**src/rtl/fmrp_pkg.sv**
```systemverilog
// Package for the face module response parser: framing constants,
// command codes and the byte-wide reflected CRC-16 update.
// Used by the parser core; depends on nothing.
package fmrp_pkg;

    localparam logic [7:0]  SYNC_A     = 8'h5A;
    localparam logic [7:0]  SYNC_B     = 8'h2C;
    localparam logic [15:0] CRC_INIT   = 16'hFFFF;
    localparam logic [15:0] CRC_POLY   = 16'h8408;
    localparam logic [15:0] MIN_LENGTH = 16'd10;

    // Frame byte positions that matter
    localparam int unsigned POS_LEN_HI = 4;
    localparam int unsigned POS_LEN_LO = 5;
    localparam int unsigned POS_CMD_HI = 6;
    localparam int unsigned POS_CMD_LO = 7;
    localparam int unsigned POS_BODY   = 8;
    localparam int unsigned POS_CAP0   = 16;
    localparam int unsigned POS_CAP3   = 19;
    localparam int unsigned CAP_DEPTH  = 4;

    // Response command codes
    localparam logic [15:0] CMD_ENROL_ACK    = 16'h030A;
    localparam logic [15:0] CMD_ENROL_RESULT = 16'h030D;
    localparam logic [15:0] CMD_IDENT_ACK    = 16'h020A;
    localparam logic [15:0] CMD_IDENT_RESULT = 16'h020D;
    localparam logic [15:0] CMD_DELETE_ACK   = 16'h040A;
    localparam logic [15:0] CMD_RESET_ACK    = 16'h0D0A;

    typedef struct packed {
        logic [15:0] face_id;
        logic        response_seen;
        logic        frame_done;
        logic        crc_good;
        logic [15:0] frame_command;
    } result_t;

    function automatic logic [15:0] crc_feed(input logic [15:0] crc_in,
                                             input logic [7:0]  data);
        logic [15:0] crc;
        crc = crc_in ^ {8'h00, data};
        for (int k = 0; k < 8; k++) begin
            if (crc[0])
                crc = (crc >> 1) ^ CRC_POLY;
            else
                crc = crc >> 1;
        end
        return crc;
    endfunction

    // CRC after the sync byte 0x5A has been fed
    localparam logic [15:0] CRC_AFTER_SYNC = crc_feed(CRC_INIT, SYNC_A);

endpackage

```
**src/rtl/fmrp_if.sv**
```systemverilog
// Valid/ready channel interfaces for the face module response parser.
// Depends on nothing.
interface fmrp_in_if;
    logic       valid;
    logic       ready;
    logic       func;
    logic [7:0] rx_byte;

    modport source (output valid, output func, output rx_byte, input ready);
    modport sink   (input valid, input func, input rx_byte, output ready);
endinterface

interface fmrp_out_if;
    logic        valid;
    logic        ready;
    logic [15:0] face_id;
    logic        response_seen;
    logic        frame_done;
    logic        crc_good;
    logic [15:0] frame_command;

    modport source (output valid, output face_id, output response_seen,
                    output frame_done, output crc_good, output frame_command,
                    input ready);
    modport sink   (input valid, input face_id, input response_seen,
                    input frame_done, input crc_good, input frame_command,
                    output ready);
endinterface

```
**src/rtl/face_module_response_parser_core.sv**
```systemverilog
// Face module response parser: frames received bytes, checks CRC-16/X25,
// decodes response commands. Depends on fmrp_pkg and fmrp_if.
// The result of each accepted byte is registered in the output register.
// One byte per cycle unless the output stalls; the byte-wide CRC update
// and the frame decode sit between the receiver state and the output register.
// The input is taken whenever the output register is empty or being drained.
// Reset (rst_n low, asynchronous): receiver idle, CRC FFFF, face id and flag zero.
module face_module_response_parser_core #(
    parameter int unsigned MAX_FRAME = 64
) (
    input  logic       clk,
    input  logic       rst_n,
    fmrp_in_if.sink    rx,
    fmrp_out_if.source rsp
);

    localparam int unsigned POS_W = $clog2(MAX_FRAME + 2);
    localparam logic [POS_W-1:0] POS_LAST = POS_W'(MAX_FRAME);
    localparam int unsigned CAP_W = $clog2(fmrp_pkg::CAP_DEPTH);

    logic [7:0]       prev_reg,  prev_next;
    logic [POS_W-1:0] pos_reg,   pos_next;
    logic [15:0]      len_reg,   len_next;
    logic [15:0]      crc_reg,   crc_next;
    logic [15:0]      cmd_reg,   cmd_next;
    logic [7:0]       cap_reg  [fmrp_pkg::CAP_DEPTH];
    logic [7:0]       cap_next [fmrp_pkg::CAP_DEPTH];
    logic [7:0]       hold_reg,  hold_next;
    logic [15:0]      face_reg,  face_next;
    logic             flag_reg,  flag_next;

    logic             out_valid_reg;
    fmrp_pkg::result_t res_reg, res_next;

    logic             accept;
    logic             sync;
    logic [POS_W-1:0] pos_cur;
    logic [15:0]      len_cur;
    logic [15:0]      crc_cur;
    logic [16:0]      p_ext;
    logic [16:0]      len_ext;
    logic             done;
    logic             good;

    assign rx.ready = !out_valid_reg || rsp.ready;
    assign accept   = rx.valid && rx.ready;

    always_comb
    begin
        sync    = (prev_reg == fmrp_pkg::SYNC_A) && (rx.rx_byte == fmrp_pkg::SYNC_B);
        pos_cur = sync ? POS_W'(1) : pos_reg;
        len_cur = sync ? 16'd0 : len_reg;
        crc_cur = sync ? fmrp_pkg::CRC_AFTER_SYNC : crc_reg;
        p_ext   = {{(17 - POS_W){1'b0}}, pos_cur};
        len_ext = {1'b0, len_cur};

        prev_next = prev_reg;
        pos_next  = pos_reg;
        len_next  = len_reg;
        crc_next  = crc_reg;
        cmd_next  = cmd_reg;
        for (int i = 0; i < fmrp_pkg::CAP_DEPTH; i++)
            cap_next[i] = cap_reg[i];
        hold_next = hold_reg;
        face_next = face_reg;
        flag_next = flag_reg;
        done      = 1'b0;
        good      = 1'b0;

        if (rx.func) begin
            face_next = 16'd0;
            flag_next = 1'b0;
        end
        else begin
            prev_next = rx.rx_byte;
            pos_next  = pos_cur;
            len_next  = len_cur;
            crc_next  = crc_cur;
            if (pos_cur != '0 && pos_cur <= POS_LAST) begin
                if (pos_cur >= POS_W'(fmrp_pkg::POS_CAP0) &&
                    pos_cur <= POS_W'(fmrp_pkg::POS_CAP3))
                    cap_next[pos_cur[CAP_W-1:0]] = rx.rx_byte;

                if (pos_cur == POS_W'(fmrp_pkg::POS_LEN_HI))
                    len_next = {rx.rx_byte, len_cur[7:0]};
                else if (pos_cur == POS_W'(fmrp_pkg::POS_LEN_LO))
                    len_next = {len_cur[15:8], rx.rx_byte};
                else if (pos_cur == POS_W'(fmrp_pkg::POS_CMD_HI))
                    cmd_next = {rx.rx_byte, cmd_reg[7:0]};
                else if (pos_cur == POS_W'(fmrp_pkg::POS_CMD_LO))
                    cmd_next = {cmd_reg[15:8], rx.rx_byte};

                if (pos_cur < POS_W'(fmrp_pkg::POS_BODY) || p_ext + 17'd2 < len_ext)
                    crc_next = fmrp_pkg::crc_feed(crc_cur, rx.rx_byte);
                if (pos_cur >= POS_W'(fmrp_pkg::POS_BODY) && p_ext + 17'd2 == len_ext)
                    hold_next = rx.rx_byte;
                pos_next = pos_cur + POS_W'(1);

                if (pos_cur == POS_W'(fmrp_pkg::POS_CMD_LO)) begin
                    if (len_next < fmrp_pkg::MIN_LENGTH)
                        pos_next = '0;
                end
                else if (pos_cur >= POS_W'(fmrp_pkg::POS_BODY) &&
                         p_ext + 17'd1 == len_ext) begin
                    done     = 1'b1;
                    good     = (~crc_cur == {hold_reg, rx.rx_byte});
                    pos_next = '0;
                    len_next = 16'd0;
                    if (good) begin
                        case (cmd_reg)
                            fmrp_pkg::CMD_ENROL_ACK,
                            fmrp_pkg::CMD_IDENT_ACK,
                            fmrp_pkg::CMD_DELETE_ACK,
                            fmrp_pkg::CMD_RESET_ACK:
                                flag_next = 1'b1;
                            fmrp_pkg::CMD_ENROL_RESULT:
                            begin
                                flag_next = 1'b1;
                                face_next = (cap_next[2] == 8'd0) ?
                                            {cap_next[0], cap_next[1]} : 16'd0;
                            end
                            fmrp_pkg::CMD_IDENT_RESULT:
                            begin
                                flag_next = 1'b1;
                                face_next = (cap_next[3] == 8'd0) ?
                                            {cap_next[1], cap_next[2]} : 16'd0;
                            end
                            default:
                                flag_next = flag_reg;
                        endcase
                    end
                end
            end
        end

        res_next.face_id       = face_next;
        res_next.response_seen = flag_next;
        res_next.frame_done    = done;
        res_next.crc_good      = good;
        res_next.frame_command = done ? cmd_reg : 16'd0;
    end

    always_ff @(posedge clk or negedge rst_n)
    begin
        if (!rst_n) begin
            prev_reg <= 8'd0;
            pos_reg  <= '0;
            len_reg  <= 16'd0;
            crc_reg  <= fmrp_pkg::CRC_INIT;
            cmd_reg  <= 16'd0;
            for (int i = 0; i < fmrp_pkg::CAP_DEPTH; i++)
                cap_reg[i] <= 8'd0;
            hold_reg <= 8'd0;
            face_reg <= 16'd0;
            flag_reg <= 1'b0;
        end
        else if (accept) begin
            prev_reg <= prev_next;
            pos_reg  <= pos_next;
            len_reg  <= len_next;
            crc_reg  <= crc_next;
            cmd_reg  <= cmd_next;
            for (int i = 0; i < fmrp_pkg::CAP_DEPTH; i++)
                cap_reg[i] <= cap_next[i];
            hold_reg <= hold_next;
            face_reg <= face_next;
            flag_reg <= flag_next;
        end
    end

    always_ff @(posedge clk or negedge rst_n)
    begin
        if (!rst_n)
            out_valid_reg <= 1'b0;
        else if (accept)
            out_valid_reg <= 1'b1;
        else if (rsp.ready)
            out_valid_reg <= 1'b0;
    end

    // payload register, loaded with each accepted word
    always_ff @(posedge clk)
    begin
        if (accept)
            res_reg <= res_next;
    end

    assign rsp.valid         = out_valid_reg;
    assign rsp.face_id       = res_reg.face_id;
    assign rsp.response_seen = res_reg.response_seen;
    assign rsp.frame_done    = res_reg.frame_done;
    assign rsp.crc_good      = res_reg.crc_good;
    assign rsp.frame_command = res_reg.frame_command;

endmodule
```
**src/flat_wrapper.sv**
```systemverilog
// flat-port wrapper written by rule: the top's interface ports become plain ports
module face_module_response_parser_core_flat 
#(
    parameter int unsigned MAX_FRAME = 64
)
  (clk, rst_n, rx_valid, rx_func, rx_rx_byte, rx_ready, rsp_valid, rsp_face_id, rsp_response_seen, rsp_frame_done, rsp_crc_good, rsp_frame_command, rsp_ready);
  fmrp_in_if rx_i ();
  fmrp_out_if rsp_i ();
  input  logic clk;
  input  logic rst_n;
  input wire logic [$bits(rx_i.valid)-1:0] rx_valid;
  input wire logic [$bits(rx_i.func)-1:0] rx_func;
  input wire logic [$bits(rx_i.rx_byte)-1:0] rx_rx_byte;
  output wire logic [$bits(rx_i.ready)-1:0] rx_ready;
  output wire logic [$bits(rsp_i.valid)-1:0] rsp_valid;
  output wire logic [$bits(rsp_i.face_id)-1:0] rsp_face_id;
  output wire logic [$bits(rsp_i.response_seen)-1:0] rsp_response_seen;
  output wire logic [$bits(rsp_i.frame_done)-1:0] rsp_frame_done;
  output wire logic [$bits(rsp_i.crc_good)-1:0] rsp_crc_good;
  output wire logic [$bits(rsp_i.frame_command)-1:0] rsp_frame_command;
  input wire logic [$bits(rsp_i.ready)-1:0] rsp_ready;
  assign rx_i.valid = rx_valid;
  assign rx_i.func = rx_func;
  assign rx_i.rx_byte = rx_rx_byte;
  assign rx_ready = rx_i.ready;
  assign rsp_valid = rsp_i.valid;
  assign rsp_face_id = rsp_i.face_id;
  assign rsp_response_seen = rsp_i.response_seen;
  assign rsp_frame_done = rsp_i.frame_done;
  assign rsp_crc_good = rsp_i.crc_good;
  assign rsp_frame_command = rsp_i.frame_command;
  assign rsp_i.ready = rsp_ready;
  face_module_response_parser_core #(.MAX_FRAME(MAX_FRAME)) u_core (.clk(clk), .rst_n(rst_n), .rx(rx_i), .rsp(rsp_i));
endmodule
```
**config.mk**
```make
export PLATFORM = sky130hd
export DESIGN_NAME = face_module_response_parser_core_flat
export DESIGN_NICKNAME = d
export VERILOG_FILES = /design/src/rtl/fmrp_pkg.sv /design/src/rtl/fmrp_if.sv /design/src/rtl/face_module_response_parser_core.sv /design/src/flat_wrapper.sv
export SDC_FILE = /design/constraint.sdc
export NUM_CORES = 1
export LEC_CHECK = 0
export ABC_AREA = 1
export BUFFER_PORTS_ARGS = -buffer_cell sky130_fd_sc_hd__clkbuf_2
export CAP_MARGIN = 20
export CORE_MARGIN = 4
export CORE_UTILIZATION = 40
export DETAILED_ROUTE_END_ITERATION = 12
export SETUP_SLACK_MARGIN = 0.3
export SYNTH_ARGS = -nofsm -noshare
export SYNTH_HDL_FRONTEND = slang
export SYNTH_SLANG_ARGS = --single-unit
export TNS_END_PERCENT = 5
```
**constraint.sdc**
```tcl
create_clock -name clk -period 3.8 [get_ports clk]
set_clock_uncertainty 0.15 [all_clocks]
set_input_delay 0.19 -clock clk [delete_from_list [all_inputs] [get_ports clk]]
set_output_delay 0.19 -clock clk [all_outputs]
set_load 0.1 [all_outputs]
```
Word-level counts from Yosys, hierarchy flattened
Cells that the tools add are included.
- register bits: 156
- bits of input ports: 13
- logic and storage cells: 157
- add/sub/neg operators: 3
- magnitude comparators: 9
- equality and inequality tests: 15
- muxes and demuxes: 73
- bitwise gates (word level): 17
- reduce and logical (&&, ||, !) cells: 21
- operators with widths (operator ; count):
    $mux W16 ; 47
    $mux W32 ; 3
    $eq A16 B10 Y1 const B ; 4
    $mux W7 ; 5
    $bwmux W32 ; 1
    $eq A8 B16 Y1 ; 2
    $pmux W16 S2 ; 1
    $eq A7 B3 Y1 const B ; 4
    $not A2 Y3 ; 9
    $mux W8 ; 3
    $demux W8 S2 ; 1
    $eq A16 B11 Y1 const B ; 1
    $eq A16 B12 Y1 const B ; 1
    $eq A16 B16 Y1 ; 1
    $logic_not A8 Y1 ; 2
    $lt A16 B4 Y1 const B ; 1
    $lt A8 B16 Y1 ; 1
    $not A16 Y16 ; 1
    $xor A16 B8 Y16 ; 1
    $mux W1 ; 12
    $add A7 B1 Y8 const B ; 1
    $add A7 B2 Y8 const B ; 1
    $eq A8 B6 Y1 const B ; 1
    $eq A8 B7 Y1 const B ; 1
    21 further kinds ; 33

Depth between registers and ports, before layout
- depth after elaboration: 43
- gate-level depth with buffers: 28
- gate-level depth less buffers: 23

Least setup slack after synthesis
OpenSTA, ideal clock, no wires.
- path type: flip-flop to flip-flop
- start point: register u_core.prev_reg[6]
- end point: register u_core.res_reg (netlist bit u_core.rsp.face_id[5]), data pin
- setup time: 0.255 ns
- data arrival time: 3.346 ns
- slack: 0.049 ns
- cell stages (with the launch flop): 26
- buffers on the path: 5
- period minus slack after synthesis: 3.751 ns
- path through: dfrtp_1 nand2_1 inv_1 nand2_1 nor2_2 nand2_2 buf_6 buf_4 clkbuf_1 nand2_1 inv_1 ha_1 inv_1 a31oi_1 nand3_1 buf_4 nor2_1 clkbuf_1 nand2_1 o21ai_0 inv_1 nand3_1 nand2_1 inv_1 nand2_1 and3_1
- longest elaborated chain between the ends: 20
- elaborated cells between the ends (all ways): 38
- RTL lines (what ; line ; RTL):
    from (decl) ; face_module_response_parser_core.sv:21 ; logic [7:0] prev_reg, prev_next;
    from (signal assigned) ; face_module_response_parser_core.sv:158 ; prev_reg <= prev_next;
    $eq A8 B7 Y1 (*) ; face_module_response_parser_core.sv:50 ; sync = (prev_reg == fmrp_pkg::SYNC_A) && (rx.rx_byte == fmrp_pkg::SYNC_B);
    $logic_and A1 B1 Y1 (*) ; face_module_response_parser_core.sv:50 ;
    $mux W7 ; face_module_response_parser_core.sv:51 ; pos_cur = sync ? POS_W'(1) : pos_reg;
    $not A2 Y3 (implied by the code) ; face_module_response_parser_core.sv:82 ; cap_next[pos_cur[CAP_W-1:0]] = rx.rx_byte;
    $ge A3 B3 Y1 (implied by the code) / $lt A3 B1 Y1 (equally long branches) ; face_module_response_parser_core.sv:82 ;
    $logic_and A1 B1 Y1 (implied by the code) ; face_module_response_parser_core.sv:82 ;
    $mux W8 (implied by the code) ; face_module_response_parser_core.sv:82 ;
    $demux W8 S2 ; face_module_response_parser_core.sv:82 ;
    (+5 left out) ; n/a ;
    $mux W16 (on tied branches) ; face_module_response_parser_core.sv:125, face_module_response_parser_core.sv:119 ;
    $pmux W16 S2 ; face_module_response_parser_core.sv:110 ; case (cmd_reg)
    $mux W16 ; face_module_response_parser_core.sv:109 ; if (good) begin
    $mux W16 ; face_module_response_parser_core.sv:103 ; else if (pos_cur >= POS_W'(fmrp_pkg::POS_BODY) &&
    $mux W16 ; face_module_response_parser_core.sv:99 ; if (pos_cur == POS_W'(fmrp_pkg::POS_CMD_LO)) begin
    $mux W16 (*) ; face_module_response_parser_core.sv:79 ; if (pos_cur != '0 && pos_cur <= POS_LAST) begin
    $mux W16 (*) ; face_module_response_parser_core.sv:70 ; if (rx.func) begin
    via u_core.face_next[5] ; face_module_response_parser_core.sv:29 ; logic [15:0] face_reg, face_next;
    to (signal assigned) ; face_module_response_parser_core.sv:185 ; res_reg <= res_next;
    to (decl) ; face_module_response_parser_core.sv:33 ; fmrp_pkg::result_t res_reg, res_next;
Mark *: on every way through the listed nets, which the timed path passes. The rest lies on a longest branch. The select of a mux whose other input is x is not followed.
A chain may end at the register's enable or synchronous reset.

Final worst setup path
- start point: register u_core.prev_reg[4]
- end point: register u_core.crc_reg[2]
- longest elaborated chain between the ends: 36
- elaborated cells between the ends (all ways): 46
- RTL lines (what ; line ; RTL):
    $eq A8 B7 Y1 (*) ; face_module_response_parser_core.sv:50 ;
    $logic_and A1 B1 Y1 (*) ; face_module_response_parser_core.sv:50 ;
    $mux W16 ; face_module_response_parser_core.sv:53 ; crc_cur = sync ? fmrp_pkg::CRC_AFTER_SYNC : crc_reg;
    $xor A16 B8 Y16 ; fmrp_pkg.sv:41 ; crc = crc_in ^ {8'h00, data};
    $mux W16 ; fmrp_pkg.sv:43 ; if (crc[0])
    $mux W16 ; face_module_response_parser_core.sv:93 ; if (pos_cur < POS_W'(fmrp_pkg::POS_BODY) || p_ext + 17'd2 < len_ext)
    $mux W16 ; face_module_response_parser_core.sv:79 ;
    $mux W16 ; face_module_response_parser_core.sv:70 ;
    (+20 left out) ; n/a ;
    $not A2 Y3 (no line) / $mux W16 (equally long branches) ; n/a ;
    $mux W16 ; fmrp_pkg.sv:43 ;
    $mux W16 ; face_module_response_parser_core.sv:93 ;
    $mux W16 ; face_module_response_parser_core.sv:79 ;
    $mux W16 ; face_module_response_parser_core.sv:70 ;
    $mux W16 ; fmrp_pkg.sv:43 ;
    $mux W16 ; face_module_response_parser_core.sv:93 ;
    $mux W16 (*) ; face_module_response_parser_core.sv:79 ;
    to (signal assigned) ; face_module_response_parser_core.sv:149 ; crc_reg <= fmrp_pkg::CRC_INIT;
    to (signal assigned) ; face_module_response_parser_core.sv:161 ; crc_reg <= crc_next;
    to (decl) ; face_module_response_parser_core.sv:24 ; logic [15:0] crc_reg, crc_next;
Every way passes the cells marked *; elsewhere a longest branch is shown, timed or not. The select of a mux whose other input is x is not followed.

==> reports/qor.yml <==
sta:
  finalHoldViolCount: 0
  slew_headroom_pct: 35.5
  setup_tns_ns: 0
  rsz0062_at_grt: "true"
  worst_pin_slew_ns: 0.967
  fmax_mhz: 308
  period_share_pct: 85.5
  finalMaxSlewViolations: 0
  period_minus_slack_ns: 3.25
  setup_viol: 0
yosys:
  syn_nets: 1262
  synth-compound-area-share_pct: 10.4
  post_synth_num_cell_types: 44
  synth_mux_area_share_pct: 3.45
  synth_xor_area_share_pct: 1.79
  synthAdderAreaFrac_pct: 1.88
  ys_ff_latch: 156
  synth_cells: 1235
  yosys_warnings: 0
  syn_avg_cell_area_um2: 7.53
  synth_area_um2: 9300
  yosys.area_share.simple_pct: 29.8
  synth_top_family_by_area: "simple AND/OR/NAND/NOR gates"
  synth_seq_area_share_pct: 44.1
  synthFlopType: "dfrtp_1"
  async_reset_ff_share_pct: 77.6
  synth_edf_count: 35
worst_setup_path:
  cp.arrival_ns: 3.45
  crit_start: "u_core.prev_reg[4]"
  end_kind: "register"
  crit_path_start_kind: "register"
  path_class: "register to register"
  path_max_fanout: 15
  required_ns: 4.00
  r2r_start: "u_core.prev_reg[4]"
hold_path:
  hp-class: "input pin to register"
  holdCritStartpoint: "rsp_ready"
placed_design:
  numPortBuffers: 49
  place.gp.congestion: 0.958
  place_hpwl_um: 18300
pwr:
  power.density_nw_per_um2: 541
  leakagePower_nw: 5.21
  peakVddDrop_mv: 0.287
clock_network:
  clockBufferDepth: 2
  numCtsBuffers: 17
  clk_pin_slew_worst_paths_ns: 0.07
  cts_num_sinks: 156
  cts_tree: "done"
  root_buffer: "clkbuf_16"
  clkLatencyLatePin_ns: 0.43
  cts_max_level: 4
route:
  firstDrtPassIters: 7
  post_drt_wl_per_cell_um: 16.4
  drtIter0Drc: 685
  route.detailed.drc: 0
  postRouteAntennaNets: 0
  drt-total-wl_um: 26500
  via_per_inst: 5.17
  vias: 8394
layout:
  syn_to_final_growth_pct: 16.0
  final_core_util_pct: 47.3
  fill_cells: 2234
  fin_nets: 1324
  drive_above_1_share_pct: 15.3
  antenna_cells: 0
  largest_register_ff_count: 32
global_routing:
  grt_pass1_wl_um: 42700
  antenna_found_initial: 0
  first_global_vias: 7866
  track_usage_pct: 20.7
  grt_overflow: 0
  grt_max_degree: 80
floorplan:
  initial_core_util_pct: 40.8
  dieWidth_um: 160
  io_pins: 50
  placementRows: 55
  core_area_um2: 22800
  die-area_um2: 25700
  die_y_um: 160
run:
  drv_cap: 0
run_status:
  status: "finished, final reports clean"
critical path, stage by stage (launching register included):
cell and delay [ns]:
dfrtp_1 0.39, nand2_1 0.08, inv_1 0.04, nand2_1 0.06
nor2_2 0.04, nand2_2 0.08, buf_6 0.19, nand2_2 0.10
inv_2 0.11, ha_2 0.24, inv_1 0.06, xor2_1 0.16
ha_1 0.29, nand2_1 0.07, nor2_1 0.11, a211oi_1 0.05
o211ai_1 0.20, nand3_1 0.10, nand2_1 0.10, buf_4 0.18
o21ai_0 0.11, o21ai_0 0.23
timing repair:
| action | 4_1_cts | 5_1_grt |
|---|---|---|
| setup buffers | 0 | 3 |
| pin swaps | 0 | 4 |
| cloned | 0 | 1 |
| resized for setup | 2 | 24 |
| endpoints found under the hold margin | 43 | 0 |
| endpoints found under the setup margin | 17 | 84 |
| hold buffers | 2 | 0 |
final cells by class:
cell class,count,area (um^2),share of cell area [%]
inverter,146,548,5.08
multi-input combinational,882,4450,41.3
tap,313,392,3.63
clock inverter,14,181,1.68
sequential,156,4100,38.0
timing repair buffer,94,681,6.31
clock buffer,18,429,3.98
metrics by stage:
step	area, um^2	total power [mW]	hold slack, ns	setup WS [ns]	std cells
CTS	10600	5.75	0.0338	0.345	1619
floorplan	9310	3.44	-0.256	0.307	1235
global placement	10000	3.94	0.0968	0.276	1585
finish	10800	5.83	0.0181	0.550	1623
detailed placement	10000	3.95	0.100	0.251	1585
global route	10800	6.16	0.0450	0.238	1623
metal layers:
metal	vias up	GRT usage, %	routed length, um
met5	-	0	0
met4	0	7.43	727
met3	47	3.54	1500
met2	242	32.4	12000
met1	3937	29.1	12300
li1	4168	-	-
power breakdown:
part	switching (mW)	leakage, nW	internal, mW	total, mW
logic	1.33	2.97	0.650	1.98
registers	0.121	1.93	1.93	2.05
clock network	0.799	0.299	0.999	1.80
total	2.25	5.21	3.58	5.83
layout by cell type, fill, tap and decap left out, types with 5 or more instances in the layout:
cell type | Yosys | routed
clkbuf_2 | 0 | 48
dfrtp_1 | 105 | 105
o211ai_1 | 8 | 8
dfstp_2 | 16 | 16
buf_4 | 2 | 35
nor2_4 | 3 | 7
nor2_2 | 9 | 10
buf_12 | 0 | 6
nor3_1 | 8 | 8
edfxtp_1 | 35 | 35
xor2_1 | 11 | 11
inv_1 | 137 | 135
o21ai_0 | 130 | 126
and3_1 | 16 | 16
o21ai_1 | 1 | 5
mux2_2 | 16 | 16
a22oi_1 | 5 | 5
clkbuf_16 | 0 | 17
nor2_1 | 88 | 83
xnor2_1 | 8 | 8
ha_1 | 14 | 13
a21oi_1 | 21 | 20
nand2_2 | 10 | 10
nand4_1 | 29 | 29
nand2_1 | 373 | 373
mux2i_1 | 14 | 14
nand3_1 | 86 | 85
nand3b_1 | 8 | 8
inv_2 | 6 | 9
worst paths after layout:
kind / endpoint / slack, ns / cells after the start
max: u_core.crc_reg[2] / 0.55 / 21
min: u_core.rsp.valid / 0.02 / 4
max reg2reg: u_core.crc_reg[2] / 0.55 / 21
min reg2reg: u_core.face_reg[11] / 0.33 / 2
max in group asynchronous: u_core.crc_reg[10] / 2.45 / 3
min in group asynchronous: u_core.cap_reg[7] / 0.16 / 2
cells by family (layout without fill, tap and decap cells):
kind of cell,Yosys count,after routing
xor gates and xnor gates,19,19
buffers and inverters,198,272
AOI/OAI and AO/OA,179,179
DFF,156,156
and+or+nand+nor,639,640
muxes,30,30
adders and majority gates,14,14
cells in the mapped netlist, types with 9 or more instances:
| library cell | n | area [um^2] |
|---|---|---|
| a21oi_1 | 21 | 105 |
| and3_1 | 16 | 100 |
| buf_2 | 14 | 70.1 |
| clkbuf_1 | 28 | 105 |
| dfrtp_1 | 105 | 2630 |
| dfstp_2 | 16 | 420 |
| edfxtp_1 | 35 | 1050 |
| ha_1 | 14 | 175 |
| inv_1 | 137 | 514 |
| mux2_2 | 16 | 180 |
| mux2i_1 | 14 | 140 |
| nand2_1 | 373 | 1400 |
| nand2_2 | 10 | 62.6 |
| nand3_1 | 86 | 430 |
| nand4_1 | 29 | 181 |
| nor2_1 | 88 | 330 |
| nor2_2 | 9 | 56.3 |
| o21ai_0 | 130 | 651 |
| xor2_1 | 11 | 96.3 |
Note: power is estimated with default switching activity, not from simulation.
